===== src/design/mcsg_pkg.sv =====
// ----------------------------------------------------------------------------
// mcsg_pkg
// Shared types and constants for the motion command safety gate.
// ----------------------------------------------------------------------------
package mcsg_pkg;

    localparam int SPEED_W = 16;
    localparam int LIMIT_W = 15;
    localparam int RANGE_W = 16;
    localparam int TICK_W  = 8;
    localparam int CFG_W   = 16;
    localparam int CIDX_W  = 2;

    localparam logic [LIMIT_W-1:0] SPEED_LIM_RST = LIMIT_W'(306);
    localparam logic [RANGE_W-1:0] SAFETY_RST    = RANGE_W'(500);
    localparam logic [RANGE_W-1:0] FLOOR_RST     = RANGE_W'(0);
    localparam logic [TICK_W-1:0]  TIMEOUT_RST   = TICK_W'(20);
    localparam logic [TICK_W-1:0]  IDLE_RST      = TICK_W'(255);

    typedef enum logic [1:0] {
        REQ_TELEOP = 2'd0,
        REQ_RANGE  = 2'd1,
        REQ_TICK   = 2'd2,
        REQ_ESTOP  = 2'd3
    } t_req_type;

    typedef enum logic [CIDX_W-1:0] {
        CFG_SPEED_LIM = 2'd0,
        CFG_SAFETY    = 2'd1,
        CFG_FLOOR     = 2'd2,
        CFG_TIMEOUT   = 2'd3
    } t_cfg_idx;

    typedef struct packed {
        logic [LIMIT_W-1:0] speed_lim;
        logic [RANGE_W-1:0] safety_dist;
        logic [RANGE_W-1:0] range_floor;
        logic [TICK_W-1:0]  timeout;
    } t_cfg;

    typedef struct packed {
        t_req_type                  req_type;
        logic signed [SPEED_W-1:0]  lin_cmd;
        logic signed [SPEED_W-1:0]  ang_cmd;
        logic [RANGE_W-1:0]         range_mm;
        logic                       scan_last;
        logic                       estop_on;
    } t_item;

    typedef struct packed {
        logic signed [SPEED_W-1:0]  lin;
        logic signed [SPEED_W-1:0]  ang;
        logic                       pass;
        logic                       obstacle;
        logic                       stop;
    } t_gate;

endpackage


===== src/design/motion_command_safety_gate_unit.sv =====
// ----------------------------------------------------------------------------
// motion_command_safety_gate_unit
// Safety gate for drive commands: teleop hold, idle timeout, obstacle stop,
// speed clamp and e-stop.
// ----------------------------------------------------------------------------
//   channel   handshake                 payload
//   -------   -----------------------   ----------------------------------------
//   request   i_valid / o_ready         i_req_type, i_lin_cmd, i_ang_cmd,
//                                       i_range_mm, i_scan_last, i_estop_on
//   command   o_valid / i_ready         o_lin_out, o_ang_out,
//                                       o_drive_enable, o_obstacle_seen
//   config    i_cfg_we                  i_cfg_idx, i_cfg_data
//
// One beat per cycle while no tick waits on a stalled command register; a control
// tick's command is loaded into the command register when the tick leaves the input register.
// Rate is set by the input register feeding the state update and command register.
// Synchronous active-low reset; no clearing pass, ready as soon as reset is released.
// A stalled command register holds ticks in the input register; other beats pass.
// ----------------------------------------------------------------------------
module motion_command_safety_gate_unit (
    input  logic                                i_clk,
    input  logic                                i_rst_n,
    input  logic                                i_valid,
    output logic                                o_ready,
    input  logic [1:0]                          i_req_type,
    input  logic signed [mcsg_pkg::SPEED_W-1:0] i_lin_cmd,
    input  logic signed [mcsg_pkg::SPEED_W-1:0] i_ang_cmd,
    input  logic [mcsg_pkg::RANGE_W-1:0]        i_range_mm,
    input  logic                                i_scan_last,
    input  logic                                i_estop_on,
    output logic                                o_valid,
    input  logic                                i_ready,
    output logic signed [mcsg_pkg::SPEED_W-1:0] o_lin_out,
    output logic signed [mcsg_pkg::SPEED_W-1:0] o_ang_out,
    output logic                                o_drive_enable,
    output logic                                o_obstacle_seen,
    input  logic                                i_cfg_we,
    input  logic [mcsg_pkg::CIDX_W-1:0]         i_cfg_idx,
    input  logic [mcsg_pkg::CFG_W-1:0]          i_cfg_data
);
    import mcsg_pkg::*;

    logic  r_in_valid;
    t_item r_item;
    t_cfg  cfg;
    t_gate gate;
    logic  is_tick;
    logic  fire;
    logic  load;
    logic  out_valid;

    assign is_tick = (r_item.req_type == REQ_TICK);
    assign fire    = r_in_valid && (!is_tick || !out_valid || i_ready);
    assign load    = fire && is_tick;
    assign o_ready = !r_in_valid || fire;

    always_ff @(posedge i_clk) begin
        if (!i_rst_n) begin
            r_in_valid <= 1'b0;
        end else if (o_ready) begin
            r_in_valid <= i_valid;
        end
    end

    always_ff @(posedge i_clk) begin
        if (o_ready && i_valid) begin
            r_item.req_type  <= t_req_type'(i_req_type);
            r_item.lin_cmd   <= i_lin_cmd;
            r_item.ang_cmd   <= i_ang_cmd;
            r_item.range_mm  <= i_range_mm;
            r_item.scan_last <= i_scan_last;
            r_item.estop_on  <= i_estop_on;
        end
    end

    mcsg_cfg u_cfg (
        .i_clk      (i_clk),
        .i_rst_n    (i_rst_n),
        .i_cfg_we   (i_cfg_we),
        .i_cfg_idx  (i_cfg_idx),
        .i_cfg_data (i_cfg_data),
        .o_cfg      (cfg)
    );

    mcsg_state u_state (
        .i_clk   (i_clk),
        .i_rst_n (i_rst_n),
        .i_fire  (fire),
        .i_item  (r_item),
        .i_cfg   (cfg),
        .o_gate  (gate)
    );

    mcsg_out u_out (
        .i_clk           (i_clk),
        .i_rst_n         (i_rst_n),
        .i_load          (load),
        .i_gate          (gate),
        .i_speed_lim     (cfg.speed_lim),
        .i_ready         (i_ready),
        .o_valid         (out_valid),
        .o_lin_out       (o_lin_out),
        .o_ang_out       (o_ang_out),
        .o_drive_enable  (o_drive_enable),
        .o_obstacle_seen (o_obstacle_seen)
    );

    assign o_valid = out_valid;

endmodule


===== src/design/mcsg_cfg.sv =====
// ----------------------------------------------------------------------------
// mcsg_cfg
// Configuration register file: write-only, one register per index.
// ----------------------------------------------------------------------------
module mcsg_cfg (
    input  logic                        i_clk,
    input  logic                        i_rst_n,
    input  logic                        i_cfg_we,
    input  logic [mcsg_pkg::CIDX_W-1:0] i_cfg_idx,
    input  logic [mcsg_pkg::CFG_W-1:0]  i_cfg_data,
    output mcsg_pkg::t_cfg              o_cfg
);
    import mcsg_pkg::*;

    t_cfg r_cfg;

    always_ff @(posedge i_clk) begin
        if (!i_rst_n) begin
            r_cfg.speed_lim   <= SPEED_LIM_RST;
            r_cfg.safety_dist <= SAFETY_RST;
            r_cfg.range_floor <= FLOOR_RST;
            r_cfg.timeout     <= TIMEOUT_RST;
        end else if (i_cfg_we) begin
            unique case (t_cfg_idx'(i_cfg_idx))
                CFG_SPEED_LIM: r_cfg.speed_lim   <= i_cfg_data[LIMIT_W-1:0];
                CFG_SAFETY:    r_cfg.safety_dist <= i_cfg_data[RANGE_W-1:0];
                CFG_FLOOR:     r_cfg.range_floor <= i_cfg_data[RANGE_W-1:0];
                CFG_TIMEOUT:   r_cfg.timeout     <= i_cfg_data[TICK_W-1:0];
                default:       r_cfg             <= r_cfg;
            endcase
        end
    end

    assign o_cfg = r_cfg;

endmodule


===== src/design/mcsg_state.sv =====
// ----------------------------------------------------------------------------
// mcsg_state
// Held command, idle counter, scan accumulator, obstacle flag and stop latch.
// ----------------------------------------------------------------------------
module mcsg_state (
    input  logic              i_clk,
    input  logic              i_rst_n,
    input  logic              i_fire,
    input  mcsg_pkg::t_item   i_item,
    input  mcsg_pkg::t_cfg    i_cfg,
    output mcsg_pkg::t_gate   o_gate
);
    import mcsg_pkg::*;

    logic signed [SPEED_W-1:0] r_held_lin;
    logic signed [SPEED_W-1:0] r_held_ang;
    logic [TICK_W-1:0]         r_idle;
    logic                      r_scan_hit;
    logic                      r_obstacle;
    logic                      r_stop;

    logic [TICK_W-1:0] n_idle;
    logic              hit;
    logic              acc;

    always_comb begin
        n_idle = (r_idle < i_cfg.timeout) ? r_idle + TICK_W'(1) : r_idle;
        hit    = (i_item.range_mm < i_cfg.safety_dist) &&
                 (i_item.range_mm > i_cfg.range_floor);
        acc    = r_scan_hit | hit;
    end

    always_ff @(posedge i_clk) begin
        if (!i_rst_n) begin
            r_held_lin <= '0;
            r_held_ang <= '0;
            r_idle     <= IDLE_RST;
            r_scan_hit <= 1'b0;
            r_obstacle <= 1'b0;
            r_stop     <= 1'b0;
        end else if (i_fire) begin
            unique case (i_item.req_type)
                REQ_TELEOP: begin
                    r_held_lin <= i_item.lin_cmd;
                    r_held_ang <= i_item.ang_cmd;
                    r_idle     <= '0;
                end
                REQ_RANGE: begin
                    if (i_item.scan_last) begin
                        r_obstacle <= acc;
                        r_scan_hit <= 1'b0;
                    end else begin
                        r_scan_hit <= acc;
                    end
                end
                REQ_TICK: begin
                    r_idle <= n_idle;
                end
                REQ_ESTOP: begin
                    r_stop <= i_item.estop_on;
                end
                default: begin
                    r_stop <= r_stop;
                end
            endcase
        end
    end

    always_comb begin
        o_gate.lin      = r_held_lin;
        o_gate.ang      = r_held_ang;
        o_gate.pass     = n_idle < i_cfg.timeout;
        o_gate.obstacle = r_obstacle;
        o_gate.stop     = r_stop;
    end

endmodule


===== src/design/mcsg_out.sv =====
// ----------------------------------------------------------------------------
// mcsg_out
// Gate, clamp and register the drive command; output beat register.
// ----------------------------------------------------------------------------
module mcsg_out (
    input  logic                                i_clk,
    input  logic                                i_rst_n,
    input  logic                                i_load,
    input  mcsg_pkg::t_gate                     i_gate,
    input  logic [mcsg_pkg::LIMIT_W-1:0]        i_speed_lim,
    input  logic                                i_ready,
    output logic                                o_valid,
    output logic signed [mcsg_pkg::SPEED_W-1:0] o_lin_out,
    output logic signed [mcsg_pkg::SPEED_W-1:0] o_ang_out,
    output logic                                o_drive_enable,
    output logic                                o_obstacle_seen
);
    import mcsg_pkg::*;

    logic                      r_valid;
    logic signed [SPEED_W-1:0] r_lin;
    logic signed [SPEED_W-1:0] r_ang;
    logic                      r_wheels;
    logic                      r_obstacle;

    logic signed [SPEED_W-1:0] n_lin;
    logic signed [SPEED_W-1:0] n_ang;
    logic signed [SPEED_W:0]   lin_x;
    logic signed [SPEED_W:0]   lim_p;
    logic signed [SPEED_W:0]   lim_n;

    always_comb begin
        lim_p = $signed({2'b00, i_speed_lim});
        lim_n = -lim_p;
        n_lin = i_gate.pass ? i_gate.lin : '0;
        n_ang = i_gate.pass ? i_gate.ang : '0;
        if (i_gate.obstacle && (n_lin > 0)) begin
            n_lin = '0;
        end
        lin_x = {n_lin[SPEED_W-1], n_lin};
        priority if (lin_x > lim_p) begin
            n_lin = lim_p[SPEED_W-1:0];
        end else if (lin_x < lim_n) begin
            n_lin = lim_n[SPEED_W-1:0];
        end else begin
            n_lin = n_lin;
        end
        if (i_gate.stop) begin
            n_lin = '0;
            n_ang = '0;
        end
    end

    always_ff @(posedge i_clk) begin
        if (!i_rst_n) begin
            r_valid <= 1'b0;
        end else if (i_load) begin
            r_valid <= 1'b1;
        end else if (i_ready) begin
            r_valid <= 1'b0;
        end
    end

    always_ff @(posedge i_clk) begin
        if (i_load) begin
            r_lin      <= n_lin;
            r_ang      <= n_ang;
            r_wheels   <= ~i_gate.stop;
            r_obstacle <= i_gate.obstacle;
        end
    end

    assign o_valid         = r_valid;
    assign o_lin_out       = r_lin;
    assign o_ang_out       = r_ang;
    assign o_drive_enable  = r_wheels;
    assign o_obstacle_seen = r_obstacle;

endmodule

===== config.mk =====
export PLATFORM = sky130hd
export DESIGN_NAME = motion_command_safety_gate_unit
export DESIGN_NICKNAME = d
export VERILOG_FILES = /design/src/design/mcsg_pkg.sv /design/src/design/motion_command_safety_gate_unit.sv /design/src/design/mcsg_cfg.sv /design/src/design/mcsg_state.sv /design/src/design/mcsg_out.sv
export SDC_FILE = /design/constraint.sdc
export NUM_CORES = 1
export LEC_CHECK = 0
export ABC_AREA = 1
export BUFFER_PORTS_ARGS = -buffer_cell sky130_fd_sc_hd__buf_2
export CAP_MARGIN = 20
export CORE_MARGIN = 2
export CORE_UTILIZATION = 50
export CTS_CLUSTER_SIZE = 24
export DETAILED_ROUTE_END_ITERATION = 6
export GPL_ROUTABILITY_DRIVEN = 0
export PLACE_DENSITY = 0.74
export SYNTH_ARGS = -nofsm -noshare
export SYNTH_HDL_FRONTEND = slang
export SYNTH_SLANG_ARGS = --single-unit

===== constraint.sdc =====
create_clock -name i_clk -period 15.3 [get_ports i_clk]
set_input_delay 3.06 -clock i_clk [delete_from_list [all_inputs] [get_ports i_clk]]
set_output_delay 3.06 -clock i_clk [all_outputs]
set_load 0.02 [all_outputs]

==> metrics <==
status=completed; Worst Path Arrival=7.21 ns; CP Launch Type=flip-flop; Post-Syn Nets=1129; # Post-CTS Setup Buffers=0; CTS clk-pin slew, worst paths=0.07 ns; hold_buf cts=0; top post-synthesis cells by count=inv_1, a21oi_1, dfxtp_1, o21ai_0, nor2_1; final critical-path share of the clock period=0.453; biggest area consumer among synthesized cells=edfxtp_1; # IOs=111; RSZ-0062 raised after global routing=false; Reg power frac=0.493; CP dominant cell by count=inv_1; Max Slew Vio Count=0; DR iter-0 viols=534; die height=138 um; CP max-delay cell=xor2_1; root buf cell=clkbuf_16; clk buf depth=2; top cell type's share of synthesized area=0.287; Cell Area, Synth=0.00900 sq mm; Final Hold Vio Count=0; clk_lat worst skew=0.44 ns; H-tree Lvls=4; remaining global-route overflow=0; Relative slew margins=0.364; largest cells by area after synthesis=edfxtp_1, dfxtp_1, ha_1; adder-cell share of the synthesized area=0.108; synthesis-to-layout area growth=14.5%; number of enable flip-flop cells after synthesis=86; Final min period=6.93 ns; synthesized instance count=976; total core area=0.0178 sq mm; Die Wd=138 um; Final ANT Viol Nets=0; Most used DFF post-synth=dfxtp_1; compound-gate portion of the synthesized area=0.163; Final Skew=0.00791 ns; initial antenna violation count=0; total track usage=0.220; Mapped Avg Cell Area=9.23 sq um; pwr dens=109 mW/mm^2; Vias/cell=5.38; R2R setup slack=8.37 ns; WS Path Type=reg -> reg; DP HPWL=14900 um; # fillers=1536; Via Count=7076; vias in the first global route=6924; WL final=20700 um; Max Cap Violations=0; Post-CTS Resized=0; Final Cell Area=0.0103 sq mm; largest incremental delay on the critical path=0.63 ns; most numerous cell in the Yosys netlist=inv_1; Critical Path RT=15.58 ns; Synth Register Bits=186; initial core utilization=0.505; Pre-antenna DRT Iters=5; TritonCTS clock tree=built; YS warnings=0; Post-synth ARST share=0; Clock power frac=0.397; Worst Max-Slew Pin Slew=0.954 ns; Multi-input gate area=0.00375 sq mm; worst-path fanout max=18; first-pass GRT wire length=33800 um; simple-gate share of the synthesized area=0.124; CTS buffer count=17; WL/cell=15.7 um; Seq/Total Area, Yosys=0.509; worst vdd ir=0.0797 mV; Net Sw Frac=0.259; achievable frequency=0.144 GHz; DRC errors left=0; Clock Sinks=186; antenna cells=0; TNS Setup=0 ns; R2R depth=34; multiplexer share of the synthesized area=0.00125; crit path capture type=flip-flop; post-synthesis xor/xnor area fraction=0.0185; nets=1227; placed inst area=0.00972 sq mm; Buffers on Ports=110; Combinational Power Share=0.111; Register Area=0.00458 sq mm; Distinct cells, synth=40; die area=0.0191 sq mm; Pleak=4.38 nW; Internal=0.832 mW; row cnt=49; largest net degree at the start of global routing=90; sw power=0.290 mW; Hold Path Class=reg -> reg; Hold Path Stages=2; largest family of logic cells by synthesized area=compound AO/OA/AOI/OAI gates; layout cells sized above 1=0.155; Final Setup Violations=0
==> routing by layer <==
| metal | routed length (um) | vias up | part of all wire | track usage |
|---|---|---|---|---|
| li1 | - | 3554 | - | - |
| met1 | 8790 | 3265 | 0.42 | 0.272 |
| met2 | 10200 | 195 | 0.49 | 0.373 |
| met3 | 945 | 62 | 0.046 | 0.0360 |
| met4 | 751 | 0 | 0.036 | 0.113 |
| met5 | 0 | - | 0 | 0 |
==> power groups by stage <==
| stage | sequential (mW) | combinational (mW) | clock, mW |
|---|---|---|---|
| 2_1_floorplan | 0.563 | 0.0842 | 0 |
| 4_1_cts | 0.552 | 0.124 | 0.450 |
| 3_3_place_gp | 0.563 | 0.119 | 0 |
| 6_report | 0.553 | 0.124 | 0.445 |
| 3_5_place_dp | 0.563 | 0.122 | 0 |
| 5_1_grt | 0.555 | 0.142 | 0.467 |
==> worst max-delay path: cells and delay by family (launching register included) <==
family / cells / cell delay [ns]
buffers and inverters: 7 / 0.86
AOI/OAI and AO/OA: 9 / 2.10
adders and majority gates: 3 / 0.88
xor gates and xnor gates: 2 / 0.84
and+or+nand+nor: 13 / 1.79
DFF: 1 / 0.31
==> stage by stage <==
step / instances / util / total power [mW] / hold WS [ns] / setup WS (ns)
finish: 1316 / 0.578 / 1.12 / 0.453 / 8.37
detailed placement: 1284 / 0.545 / 0.686 / 0.446 / 8.44
global route: 1316 / 0.578 / 1.16 / 0.478 / 7.67
CTS: 1316 / 0.578 / 1.13 / 0.458 / 8.43
floorplan: 976 / - / 0.647 / 0.424 / 8.77
global placement: 1284 / 0.545 / 0.681 / 0.439 / 8.47
==> cells by family after synthesis <==
logic type | Yosys count
mux | 1
buf+inv | 172
flops | 186
xor+xnor | 19
simple gates | 250
compound gates | 270
fa+ha+maj | 78
==> flip-flops by register name, summed over array words and instances, names as in the netlist <==
signal and flops:
u_state.r_held_lin 16, r_item 52, u_out.o_lin_out 16, u_out.o_obstacle_seen 1
u_state.r_scan_hit 1, u_state.r_stop 1, u_cfg.o_cfg 55, u_state.r_held_ang 16
u_state.r_idle 8, u_out.o_ang_out 16, u_state.r_obstacle 1, u_out.o_drive_enable 1
r_in_valid 1, u_out.o_valid 1
==> worst paths after layout <==
check	start	to
hold / removal	u_state.r_held_ang[0]	u_state.r_held_ang[0]
setup / recovery	u_cfg.o_cfg[7]	u_out.o_lin_out[0]
setup reg to reg	u_cfg.o_cfg[7]	u_out.o_lin_out[0]
hold reg to reg	u_state.r_held_ang[0]	u_state.r_held_ang[0]
==> layout by cell type, fill, tap and decap left out, types with 35 or more instances in the layout <==
cell type	synthesis	layout
a21oi_1	130	130
buf_2	0	110
dfxtp_1	100	100
edfxtp_1	86	86
ha_1	78	78
inv_1	132	132
nand2_1	83	83
nand3_1	35	35
nor2_1	90	90
o21ai_0	100	100
==> area by class of cell <==
| class | count | area share |
|---|---|---|
| multi-input cells | 618 | 0.364 |
| repair buffers | 115 | 0.0570 |
| clock buffers | 19 | 0.0420 |
| well taps | 229 | 0.0278 |
| inverters | 136 | 0.0495 |
| clock inverters | 13 | 0.0152 |
| flip-flops and latches | 186 | 0.445 |
Power figures use the tool's default switching activity.
